<file path="config.mk">
export PLATFORM = sky130hd
export DESIGN_NAME = ibtm_ram
export DESIGN_NICKNAME = d
export VERILOG_FILES = /design/src/hdl/ibtm_ram.sv
export SDC_FILE = /design/constraint.sdc
export NUM_CORES = 1
export LEC_CHECK = 0
export BUFFER_PORTS_ARGS = -buffer_cell sky130_fd_sc_hd__buf_2
export CAP_MARGIN = 10
export CORE_MARGIN = 2
export CORE_UTILIZATION = 40
export DETAILED_ROUTE_END_ITERATION = 16
export GPL_TIMING_DRIVEN = 0
export MAX_ROUTING_LAYER = met4
export SLEW_MARGIN = 20
export SYNTH_ARGS = -nofsm -noshare
export SYNTH_HDL_FRONTEND = slang
export SYNTH_SLANG_ARGS = --single-unit
</file>
<file path="constraint.sdc">
create_clock -name clk_i -period 1.8 [get_ports clk_i]
set_clock_uncertainty 0.05 [all_clocks]
set_input_delay 0.09 -clock clk_i [delete_from_list [all_inputs] [get_ports clk_i]]
set_output_delay 0.09 -clock clk_i [all_outputs]
set_load 0.03 [all_outputs]
</file>
<file path="src/hdl/ibtm_ram.sv">
// Generic simple dual-port RAM, one write and one registered read port.
// No dependencies.
module ibtm_ram #(
  parameter int WIDTH = 8,
  parameter int DEPTH = 64
) (
  input  logic                                      clk_i,
  input  logic                                      we_i,
  input  logic [((DEPTH > 1) ? $clog2(DEPTH) : 1)-1:0] waddr_i,
  input  logic [WIDTH-1:0]                          wdata_i,
  input  logic [((DEPTH > 1) ? $clog2(DEPTH) : 1)-1:0] raddr_i,
  output logic [WIDTH-1:0]                          rdata_o
);

  logic [WIDTH-1:0] mem_q [DEPTH];
  logic [WIDTH-1:0] rdata_q;

  always_ff @(posedge clk_i) begin
    if (we_i) begin
      mem_q[waddr_i] <= wdata_i;
    end
    rdata_q <= mem_q[raddr_i];
  end

  assign rdata_o = rdata_q;

endmodule

</file>
# After elaboration in Yosys (flattened, before gate mapping)
# Memory sizes are Yosys's and may differ from the RTL's. A register that Yosys moved wholly into a read port is not among the register bits.
# Cells that the tools add are included.
totals:
  register_bits: 0
  mem_bits_rw: 512
  in_bits: 22
  output_inout_bits: 8
  elab_cells: 3
  n_memories: 1
op_classes:
  muxes: 2
mem_list:
  columns: ["memory", "words", "word_bits", "read_ports", "rd_clocked_by_memory_dff", "write_ports", "line", "text"]
  rows:
  - ["mem_q", 64, 8, 1, 1, 1, "15", "logic [WIDTH-1:0] mem_q [DEPTH];"]
op_table:
  columns: ["cell", "count"]
  rows:
  - ["$mux 1", 2]

# Depth between registers and ports, before layout
depth:
  word_depth: 2
  depth_mapped: 9
  ltp_nobuf: 5

# Least setup slack after synthesis
# Ideal clock, no wire load.
synth_timing:
  path_type: "input-to-reg"
  from: "input port raddr_i[1] (netlist bit)"
  to: "register rdata_q[3], in the netlist rdata_o[3], read port of mem_q"
  setup_ns: 0.128
  arrival_ns: 1.630
  t_required_ns: 1.622
  setup_slack_ns: -0.008
  stages: 7
  path_cell_list: "buf_4 -> buf_2 -> buf_2 -> mux4_2 -> mux4_2 -> o21ai_1 -> o41ai_1"
synth_rtl:
  columns: ["element", "line", "text"]
  rows:
  - ["from (decl)", "11", "input logic [((DEPTH > 1) ? $clog2(DEPTH) : 1)-1:0] raddr_i,"]
  - ["to (decl)", "16", "logic [WIDTH-1:0] rdata_q;"]

==> out/qor.txt <==
status = finished with violations
failing checks = hold timing, setup timing
Post-Synth XOR/XNOR Area = 0%
main area contributors after synthesis = edfxtp_1 (76%), mux4_2 (14%), nor2_1 (1.5%)
pwr/cell area = 1100 nW/um^2
cell row count = 82
Crit Path Class = reg -> reg
Initial Util = 40.4%
Mean Syn Cell Area = 21.5 sq um
CP Launch Type = flop
dominant synthesized flop cell = edfxtp_1
ys async rst share = 0%
CP arrival = 2.40 ns
Core Footprint = 50000 sq um
Num CTS Buffers = 50
HP Start = wdata_i[7]
fillers = 4129
Synth top area share = 76.2%
initial antenna violation count = 1
Final WS setup = -0.189 ns
hold crit path type = in -> reg
post-synthesis compound-gate area fraction = 2.07%
worst skew pair latency = 0.60 ns
post-route clock period utilization = 110%
Area Overhead vs Synth = 14.7%
mean routed wirelength per cell = 28.1 um
die area = 52200 sq um
Synth cell types = 40
largest family of logic cells by synthesized area = multiplexers
clock slew at reported path FFs = 0.06 ns
crit path capture type = flop
Vias per Instance = 5.67
register-to-register setup slack = -0.19 ns
Hold Vio Cnt, Final = 1
# DRC = 0
Synth Instances = 940
EDFF count, synth = 512
Synthesis Warnings = 0
RD Place Congestion = 0.933
die height = 229 um
TritonRoute pass-1 iters = 5
Ports = 30
PortBufs = 21
Adder-Cell Fraction of Synth Area = 0%
ratio of cells with drive above 1 in the final layout = 32.1%
mux contribution to synthesized area = 15.9%
post-CTS setup buffer count = 0
Hold Crit Endpoint = mem_q[49][7]$_DFFE_PP_
gr usage total = 19.3%
Net Count, Synth = 962
maximum number of pins on one net before global-route repair = 65
fin area = 23100 sq um
clock root buffer = clkbuf_16
Synth area leader = edfxtp_1
routed vias = 9799
Hold Path Stages = 1
Max-slew headroom = 35.9%
register area share after synthesis = 77.0%
H-tree lvl count = 2
Critical Path RT = 2.21 ns
synthesized cell area = 20200 sq um
final WL = 48600 um
r2r worst-path depth = 5
first-pass GRT wire length = 69500 um
RSZ-0062 raised after global routing = true
drt initial violations = 1131
minimum clock period = 1.99 ns
final non-filler cell total = 1729
CP max FO = 1
post-synthesis simple-gate area fraction = 3.39%
Final HPWL DP = 30500 um
CTS tree = done
Seq cells post-synth = 520
Max Slew Vio Count = 0
FMAX = 503 MHz
Antenna Nets Post-Route = 0
VDD IR max = 630 uV
Max clock buf depth = 3
DP Area = 21100 sq um
LEAKAGE = 7.10 nW
most common cell in the synthesized netlist = edfxtp_1
Final Net Count = 1036
total grt overflow = 0
vias in the first global route = 9702
measured slew at the worst slew-check pin = 0.962 ns
synth cell count leaders = edfxtp_1 (512), mux4_2 (126), nor2_1 (83)
clock sink total = 520
minimum hold slack = -0.00221 ns
reg2reg end = rdata_o[2]$_DFF_P_
die width = 229 um
# placed instances = 1633
final setup fails = 32
FF-to-FF Start = mem_q[11][2]$_DFFE_PP_
Max-Cap Viols = 0
==> how the worst max path moves through the flow <==
stage | startpoint | to | slack, ns | cells past startpoint
finish | mem_q[11][2]$_DFFE_PP_ | rdata_o[2]$_DFF_P_ | -0.19 | 5
CTS | mem_q[7][1]$_DFFE_PP_ | rdata_o[1]$_DFF_P_ | -0.19 | 5
floorplan | raddr_i[0] | rdata_o[3]$_DFF_P_ | 0.02 | 6
detailed placement | raddr_i[2] | rdata_o[7]$_DFF_P_ | -1.26 | 7
global placement | raddr_i[2] | rdata_o[7]$_DFF_P_ | -1.21 | 7
global route | mem_q[7][1]$_DFFE_PP_ | rdata_o[1]$_DFF_P_ | -0.25 | 5
==> sequential cells by signal (all words and copies together) (netlist names) <==
register / flops
rdata_o: 8
mem_q: 512
==> stage by stage <==
step           power, mW  setup slack [ns]  hold slack, ns  TNS, ns  util (%)
4_1_cts             25.7            -0.192          0.0413    -2.18      46.1
2_1_floorplan       14.4            0.0200           0.139        0         -
5_1_grt             26.2            -0.247          0.0279    -2.53      46.3
6_report            25.5            -0.189        -0.00221    -2.23      46.3
3_5_place_dp        15.1             -1.26           0.474  -248.54      42.3
3_3_place_gp        15.0             -1.21           0.474  -229.54      42.3
==> metal layers <==
layer / track usage, % / wire length (um) / vias to the layer above
li1: - / - / 4089
met1: 26.9 / 21000 / 5211
met2: 28.1 / 22400 / 402
met3: 3.97 / 3540 / 97
met4: 7.37 / 1700 / 0
met5: - / 0 / -
==> final cells by class <==
cell class | instances | area [sq um] | area share [%]
flip-flops and latches | 520 | 15500 | 67.1
multi-input cells | 369 | 4620 | 20.0
clock buffers | 69 | 1450 | 6.25
well taps | 672 | 841 | 3.63
plain buffers | 51 | 338 | 1.46
clock inverters | 25 | 223 | 0.963
repair buffers | 22 | 135 | 0.584
diodes | 1 | 2.50 | 0.0108
==> kinds of logic after synthesis <==
logic type,count (synthesis)
flip-flops,520
multiplexers,162
AO/OA/AOI/OAI,54
buffers and inverters,51
AND/OR/NAND/NOR,153
==> layout by cell type (no fill, tap or decap), drive strengths merged, types with 3 or more instances in the layout <==
master	netlist	routed
edfxtp	512	512
mux4	126	126
clkbuf	17	87
nor2	83	83
buf	34	54
mux2i	23	23
nand2	19	19
clkinv	0	19
nor2b	14	14
mux2	13	13
nand3	13	13
o221ai	8	8
o22ai	8	8
dfxtp	8	8
nand2b	7	7
nor3	7	7
a221oi	6	6
a211oi	4	4
bufinv	0	4
o21ai	4	4
nand3b	3	3
a21oi	3	3
a22oi	3	3
o2111ai	3	3
o2bb2ai	3	3
==> worst max-delay path, cell delays in order (launching register included) <==
cell and delay, ns:
edfxtp_1 0.36, mux4_2 0.51, mux4_2 0.56, nor2_1 0.13, nor3_1 0.07, o2bb2ai_2 0.18
==> power by group <==
part	total (mW)	switching (mW)	internal, mW
registers	13.4	0.0217	13.4
logic	1.46	0.951	0.510
clock network	10.7	4.47	6.18
total	25.5	5.44	20.1
==> timing repair <==
| item | 4_1_cts | 5_1_grt |
|---|---|---|
| pin swaps | 4 | 3 |
| setup endpoints to repair | 89 | 223 |
| hold buffers | 1 | 0 |
| endpoints found under the hold margin | 2 | 0 |
| resized for setup | 54 | 36 |
| gates cloned | 0 | 0 |
Power figures use the tool's default switching activity.
