[src/hdl/ibtm_pkg.sv]
// Shared constants and types of the IOU box track matcher.
// No dependencies; used by the core and ibtm_iou_unit, not by ibtm_ram.
package ibtm_pkg;

  localparam int MAX_SPOTS_DEF  = 64;
  localparam int COORD_BITS_DEF = 16;

  localparam int            THR_BITS  = 8;
  localparam logic [7:0]    THR_RESET = 8'd128;
  localparam int            CNT_BITS  = 16;
  localparam int            IDX_BITS  = 6;
  localparam int            OUT_TDATA_W = 24;
  localparam int            OUT_TUSER_W = 2;

  typedef struct packed {
    logic valid;
    logic last;
  } tag_t;

  typedef struct packed {
    logic valid;
    logic last;
    logic hit;
  } res_t;

endpackage

[src/hdl/ibtm_iou_unit.sv]
// Shared IOU test pipeline: overlap, one multiplier, union, threshold compare.
// Depends on ibtm_pkg.
module ibtm_iou_unit #(
  parameter int COORD_BITS = ibtm_pkg::COORD_BITS_DEF,
  parameter int IDX_W      = 6
) (
  input  logic                                        clk_i,
  input  logic                                        rst_ni,
  input  logic                                        scan_i,
  input  logic                                        area_mode_i,
  input  logic [ibtm_pkg::THR_BITS-1:0]               thr_i,
  input  logic [4*COORD_BITS-1:0]                     nb_i,
  input  ibtm_pkg::tag_t                              tag_i,
  input  logic [IDX_W-1:0]                            idx_i,
  input  logic [6*COORD_BITS+ibtm_pkg::CNT_BITS-1:0]  rd_word_i,
  output logic [2*COORD_BITS-1:0]                     area_n_o,
  output ibtm_pkg::res_t                              res_o,
  output logic [IDX_W-1:0]                            res_idx_o,
  output logic [6*COORD_BITS+ibtm_pkg::CNT_BITS-1:0]  res_word_o
);

  localparam int CB     = COORD_BITS;
  localparam int AW     = 2 * CB;
  localparam int UW     = AW + 1;
  localparam int TB     = ibtm_pkg::THR_BITS;
  localparam int WORD_W = 6 * CB + ibtm_pkg::CNT_BITS;

  ibtm_pkg::tag_t t0_q, t1_q, t2_q, t3_q;
  ibtm_pkg::res_t res_q;
  logic [IDX_W-1:0]  i0_q, i1_q, i2_q, i3_q, i4_q;
  logic [WORD_W-1:0] w1_q, w2_q, w3_q, w4_q;
  logic [CB-1:0]     ix_q, iy_q;
  logic [AW-1:0]     inter_q, inter3_q, area_n_q;
  logic [UW-1:0]     un_q;

  logic signed [CB-1:0] sxl, syl, sxh, syh, nxl, nyl, nxh, nyh;
  logic signed [CB-1:0] x1, y1, x2, y2;
  logic [CB:0]          ix_s, iy_s, dx_s, dy_s, dx_neg, dy_neg;
  logic [CB-1:0]        dxn, dyn, op_a, op_b;
  logic [AW-1:0]        prod;
  logic [UW-1:0]        un_d;
  logic [UW+TB-1:0]     lhs, rhs;
  logic                 hit_d;

  always_comb begin
    sxl = rd_word_i[CB-1:0];
    syl = rd_word_i[2*CB-1:CB];
    sxh = rd_word_i[3*CB-1:2*CB];
    syh = rd_word_i[4*CB-1:3*CB];
    nxl = nb_i[CB-1:0];
    nyl = nb_i[2*CB-1:CB];
    nxh = nb_i[3*CB-1:2*CB];
    nyh = nb_i[4*CB-1:3*CB];
    x1 = (sxl > nxl) ? sxl : nxl;
    y1 = (syl > nyl) ? syl : nyl;
    x2 = (sxh < nxh) ? sxh : nxh;
    y2 = (syh < nyh) ? syh : nyh;
    ix_s = {x2[CB-1], x2} - {x1[CB-1], x1};
    iy_s = {y2[CB-1], y2} - {y1[CB-1], y1};
    dx_s = {nxl[CB-1], nxl} - {nxh[CB-1], nxh};
    dy_s = {nyl[CB-1], nyl} - {nyh[CB-1], nyh};
    dx_neg = -dx_s;
    dy_neg = -dy_s;
    dxn = dx_s[CB] ? dx_neg[CB-1:0] : dx_s[CB-1:0];
    dyn = dy_s[CB] ? dy_neg[CB-1:0] : dy_s[CB-1:0];
    op_a = area_mode_i ? dxn : ix_q;
    op_b = area_mode_i ? dyn : iy_q;
    prod = AW'(op_a * op_b);
    un_d = {1'b0, w2_q[6*CB-1:4*CB]} + {1'b0, area_n_q} - {1'b0, inter_q};
    lhs = {1'b0, inter3_q, {TB{1'b0}}};
    rhs = (UW+TB)'(thr_i * un_q);
    hit_d = lhs > rhs;
  end

  always_ff @(posedge clk_i or negedge rst_ni) begin
    if (!rst_ni) begin
      t0_q  <= '0;
      t1_q  <= '0;
      t2_q  <= '0;
      t3_q  <= '0;
      res_q <= '0;
    end else begin
      t0_q.valid  <= tag_i.valid && scan_i;
      t0_q.last   <= tag_i.last;
      t1_q.valid  <= t0_q.valid && scan_i;
      t1_q.last   <= t0_q.last;
      t2_q.valid  <= t1_q.valid && scan_i;
      t2_q.last   <= t1_q.last;
      t3_q.valid  <= t2_q.valid && scan_i;
      t3_q.last   <= t2_q.last;
      res_q.valid <= t3_q.valid && scan_i;
      res_q.last  <= t3_q.last;
      res_q.hit   <= hit_d;
    end
  end

  always_ff @(posedge clk_i) begin
    i0_q <= idx_i;
    i1_q <= i0_q;
    w1_q <= rd_word_i;
    ix_q <= (ix_s[CB] || iy_s[CB]) ? '0 : ix_s[CB-1:0];
    iy_q <= (ix_s[CB] || iy_s[CB]) ? '0 : iy_s[CB-1:0];
    i2_q <= i1_q;
    w2_q <= w1_q;
    inter_q <= prod;
    if (area_mode_i) begin
      area_n_q <= prod;
    end
    i3_q <= i2_q;
    w3_q <= w2_q;
    inter3_q <= inter_q;
    un_q <= un_d;
    i4_q <= i3_q;
    w4_q <= w3_q;
  end

  assign area_n_o   = area_n_q;
  assign res_o      = res_q;
  assign res_idx_o  = i4_q;
  assign res_word_o = w4_q;

endmodule
[config.mk]
export PLATFORM = sky130hd
export DESIGN_NAME = ibtm_iou_unit
export DESIGN_NICKNAME = d
export VERILOG_FILES = /design/src/hdl/ibtm_pkg.sv /design/src/hdl/ibtm_iou_unit.sv
export SDC_FILE = /design/constraint.sdc
export NUM_CORES = 2
export LEC_CHECK = 0
export ABC_AREA = 1
export BUFFER_PORTS_ARGS = -buffer_cell sky130_fd_sc_hd__buf_4
export CAP_MARGIN = 0
export CELL_PAD_IN_SITES_DETAIL_PLACEMENT = 1
export CELL_PAD_IN_SITES_GLOBAL_PLACEMENT = 1
export CORE_ASPECT_RATIO = 2
export CORE_MARGIN = 4
export CORE_UTILIZATION = 42
export DETAILED_ROUTE_END_ITERATION = 10
export GPL_TIMING_DRIVEN = 0
export PLACE_DENSITY = 0.83
export SYNTH_ARGS = -nofsm -noshare
export SYNTH_HDL_FRONTEND = slang
export SYNTH_SLANG_ARGS = --single-unit
[constraint.sdc]
create_clock -name clk_i -period 5.6 [get_ports clk_i]
set_input_delay 0.56 -clock clk_i [delete_from_list [all_inputs] [get_ports clk_i]]
set_output_delay 0.56 -clock clk_i [all_outputs]
set_load 0.01 [all_outputs]
After elaboration in Yosys (flattened, before gate mapping)

Index checks and enable logic that the tools add are counted.

Input port bits: 196
Output and inout port bits: 153
Logic and storage cells: 55
Bits in registers: 650

Mux-type cells: 8
Order comparisons: 5
Multiply operators: 2
Reduce and logical (&&, ||, !) cells: 6
Add/sub/neg operators: 8

Operators by type and width:

| cell                                     | number |
|---|---|
| 2-to-1 mux 16 bit                        | 8 |
| subtractor 16 x 16 -> 17 bit             | 4 |
| greater-than comparator 40 x 41 -> 1 bit | 1 |
| multiplier 8 x 33 -> 41 bit              | 1 |
| adder 32 x 32 -> 33 bit                  | 1 |
| subtractor 33 x 32 -> 33 bit             | 1 |
| greater-than comparator 16 bit           | 2 |
| less-than comparator 16 bit              | 2 |
| multiplier 16 x 16 -> 32 bit             | 1 |
| negation 16 bit                          | 2 |
| logical AND 1 bit                        | 5 |
| logical OR 1 bit                         | 1 |

Depth between registers and ports, before layout

Word-level depth: 5
Gate-level depth with buffers: 43
Depth with buffers taken out: 42

Least setup slack after synthesis

Ideal clock, no wire load.

Path kind: in2reg
Start point: input nb_i[0]
End point: register area_n_q[29] (netlist: area_n_o[29]) (data pin)
Slack: -1.728 ns
Arrival time: 7.064 ns
Library setup time: 0.264 ns
Required time: 5.336 ns
Stages: 40
Path buffers: 2
Path through: inv_1 -> ha_1 -> inv_1 -> fa_1 -> nand3_1 -> nand2_1 -> nand3_2 -> nand3_1 -> nand2_1 -> nand3_1 -> nand2_1 -> nand2_2 -> buf_4 -> nand2_1 -> xor2_1 -> nand2_1 -> nand2_1 -> buf_4 -> [... 4 more ...] -> inv_1 -> fa_1 -> inv_1 -> fa_1 -> fa_1 -> inv_1 -> fa_1 -> inv_1 -> ha_1 -> a21oi_1 -> inv_1 -> nor2_1 -> o21ai_0 -> nand2_1 -> nand3_1 -> a31o_2 -> a21oi_1 -> xnor2_1

Longest elaborated chain between the ends: 5

RTL lines:

| what                             | RTL line             | text |
|---|---|---|
| start: declaration               | ibtm_iou_unit.sv:12  | `input logic [4*COORD_BITS-1:0] nb_i,` |
| subtractor 16 x 16 -> 17 bit (*) | ibtm_iou_unit.sv:60  | `dx_s = {nxl[CB-1], nxl} - {nxh[CB-1], nxh};` |
| negation 16 bit                  | ibtm_iou_unit.sv:62  | `dx_neg = -dx_s;` |
| 2-to-1 mux 16 bit (*)            | ibtm_iou_unit.sv:64  | `dxn = dx_s[CB] ? dx_neg[CB-1:0] : dx_s[CB-1:0];` |
| 2-to-1 mux 16 bit (*)            | ibtm_iou_unit.sv:66  | `op_a = area_mode_i ? dxn : ix_q;` |
| multiplier 16 x 16 -> 32 bit (*) | ibtm_iou_unit.sv:68  | `prod = AW'(op_a * op_b);` |
| named net prod[29]               | ibtm_iou_unit.sv:40  | `logic [AW-1:0] prod;` |
| end signal: assignment           | ibtm_iou_unit.sv:107 | `area_n_q <= prod;` |
| end: declaration                 | ibtm_iou_unit.sv:33  | `logic [AW-1:0] inter_q, inter3_q, area_n_q;` |

The timed path passes the listed nets; every way through them passes the cells marked *.
A chain may end at the register's enable or synchronous reset.

Final worst setup path

Start point: input nb_i[45]
End point: register area_n_q[29] (netlist: area_n_o[29]) (data pin)

Same word-level chain as after synthesis.

==> results.yml <==
outcome:
  outcome: "finished with violations"
  violations: "negative setup slack"
cts:
  clock_path_buffers: 3
  clk_latency_ns: 0.68
  tritoncts: "done"
  path_clk_slew_ns: 0.08
  clock_sinks: 650
  h-tree-depth: 2
  cts-root-buf: "clkbuf_16"
  numCtsBuffers: 54
logic_synthesis:
  synth.avg_cell_area_um2: 8.70
  synth_edf_count: 32
  synth_top_area_frac: 0.299
  synthDistinctLibCells: 56
  yosys-top-cells-count: "nand2_1, inv_1, dfxtp_1"
  yosysSeqAreaShare: 0.329
  synthFlopType: "dfxtp_1"
  synth_most_common_cell: "nand2_1"
  synthCells: 4673
  async_flop_share: 0.0169
  syn-cell-area_um2: 40700
  ys_seq_elements: 650
  syn_nets: 5643
  yosys.area.top_type: "dfxtp_1"
  yosys_warnings: 0
  synthTopCellsByArea: "dfxtp_1, fa_1, ha_1, nand2_1, inv_1"
detailed_routing:
  num_vias: 35328
  postRouteAntennaNets: 0
  routed_via_density: 5.32
  drc: 0
  drt-initial-drc-count: 1678
  dr.pass1.iters: 5
  wl_per_cell_um: 24.7
  wirelength_um: 164000
grt:
  grt_pass1_wl_um: 230000
  grt_pass1_vias: 40363
  grt_overflow: 0
  antenna_found_initial: 0
  grt_max_degree: 38
  grt_usage: 0.295
critical_path:
  arrival_ns: 8.01
  crit_top_cell: "fa_1"
  required_ns: 6.00
  crit_type: "input pin to register"
  crit_path_end_kind: "register"
  crit_path_max_incr_delay_ns: 0.56
  crit_fanout: 6
  critPathSlowestCell: "fa_1"
  critPathLaunchType: "input pin"
cells_and_area:
  finalInstanceArea_um2: 53400
  antenna_cells: 0
  drive_gt1_frac: 0.255
  syn2layout_area_growth_pct: 31.5
  finalNetCount: 6345
floorplanning:
  fp.dieH_um: 448
  start_util: 0.423
  die_w_um: 228
  die-area_um2: 102000
  io_pins: 349
  rows: 161
  core_um2: 96100
timing:
  grt_setup_unrepaired: "true"
  setup_violations: 53
  setup_ws_ns: -2.01
  max_slew_margin: 0.195
  worst_slew_pin_slew_ns: 1.19
  period_share: 1.36
  hold_slack_ns: 0.0250
  period_minus_slack_ns: 7.61
  finalHoldViolations: 0
  max_freq_ghz: 0.131
  fin_skew_ns: 0.0352
  slew_viol_final: 0
place:
  gp_congestion: 0.966
  place.detailed.hpwl_um: 118000
  port_buffers: 340
  placement.cell_area_um2: 45400
flow_run:
  cap_violations: 0
hold_path:
  hold_path.class: "input pin to register"
==> state kept, by name (all words and copies together), names as in the netlist, 3 cells and up <==
signal      cells
w3_q          112
inter3_q       32
res_idx_o       6
ix_q           16
inter_q        32
i1_q            6
area_n_o       32
un_q           33
w1_q          112
iy_q           16
w2_q          112
res_word_o    112
i2_q            6
i3_q            6
i0_q            6
res_o           3
==> kinds of logic (layout without fill, tap and decap cells) <==
kind of cell / Yosys count / after routing / synth area share
simple gates: 1531 / 1531 / 0.154
buf+inv: 1078 / 1825 / 0.102
fa+ha+maj: 774 / 774 / 0.315
flops: 650 / 650 / 0.329
compound gates: 504 / 505 / 0.0708
xor+xnor: 136 / 136 / 0.0297
==> layout by cell type (no fill, tap or decap), types with 84 or more instances in the layout <==
master	n
nand3_1	84
inv_1	882
ha_1	279
nor2_1	220
fa_1	393
o21ai_0	114
buf_4	529
nand2_1	877
dfxtp_1	591
nand2_2	92
a21oi_1	175
==> final timing paths <==
check	startpoint	endpoint	slack (ns)	depth (start not counted)
setup / recovery	nb_i[45]	area_n_o[29]	-2.01	36
max in group asynchronous	rst_ni	t0_q[1]	5.16	2
min in group asynchronous	rst_ni	res_o[2]	0.29	2
setup reg to reg	iy_q[13]	area_n_o[29]	-1.01	22
hold / removal	rd_word_i[21]	w1_q[21]	0.02	1
hold reg to reg	w1_q[78]	w2_q[78]	0.32	0
==> per-stage QoR <==
| stage | utilization | TNS (ns) | worst slack (ns) | instances |
|---|---|---|---|---|
| 3_5_place_dp | 0.472 | -152.81 | -3.49 | 6236 |
| 3_3_place_gp | 0.472 | -146.71 | -3.47 | 6235 |
| 5_1_grt | 0.556 | -80.45 | -2.23 | 6643 |
| 6_report | 0.556 | -69.57 | -2.01 | 6643 |
| 2_1_floorplan | - | -48.87 | -1.52 | 4673 |
| 4_1_cts | 0.532 | -54.06 | -1.61 | 6560 |
==> timing repair <==
item                                    4_1_cts  5_1_grt
endpoints found under the hold margin        77        0
endpoints found under the setup margin       83       85
resized for setup                           425      495
gates cloned                                  3        0
pin swaps                                   130      169
buffers inserted                            158      100
hold buffers                                 67        0
==> worst max-delay path, delay by kind of cell <==
kind                       cells  cell delay, ns
adders and majority gates      8            3.70
and+or+nand+nor               12            1.56
buffers and inverters         10            1.21
AOI/OAI and AO/OA              4            0.68
xor gates and xnor gates       2            0.29
==> area by class of cell <==
type | instances | area (um2)
repair buffers | 653 | 5450
flip-flops and latches | 650 | 13400
repair inverters | 2 | 15.0
well taps | 1222 | 1530
plain buffers | 91 | 727
clock buffers | 67 | 1520
clock inverters | 35 | 507
fillers | 10762 | 42600
multi-input cells | 2946 | 26500
inverters | 977 | 3780
==> metal layers <==
layer	global-route usage	up-vias	wire length, um
met5	0	-	0
met4	0.295	0	21100
met3	0.0353	786	6910
met2	0.586	1351	88400
met1	0.240	17496	47500
li1	-	15695	-
Power is not shown: default switching activity piles up to over one toggle a cycle in this logic, so the estimate is an artifact.
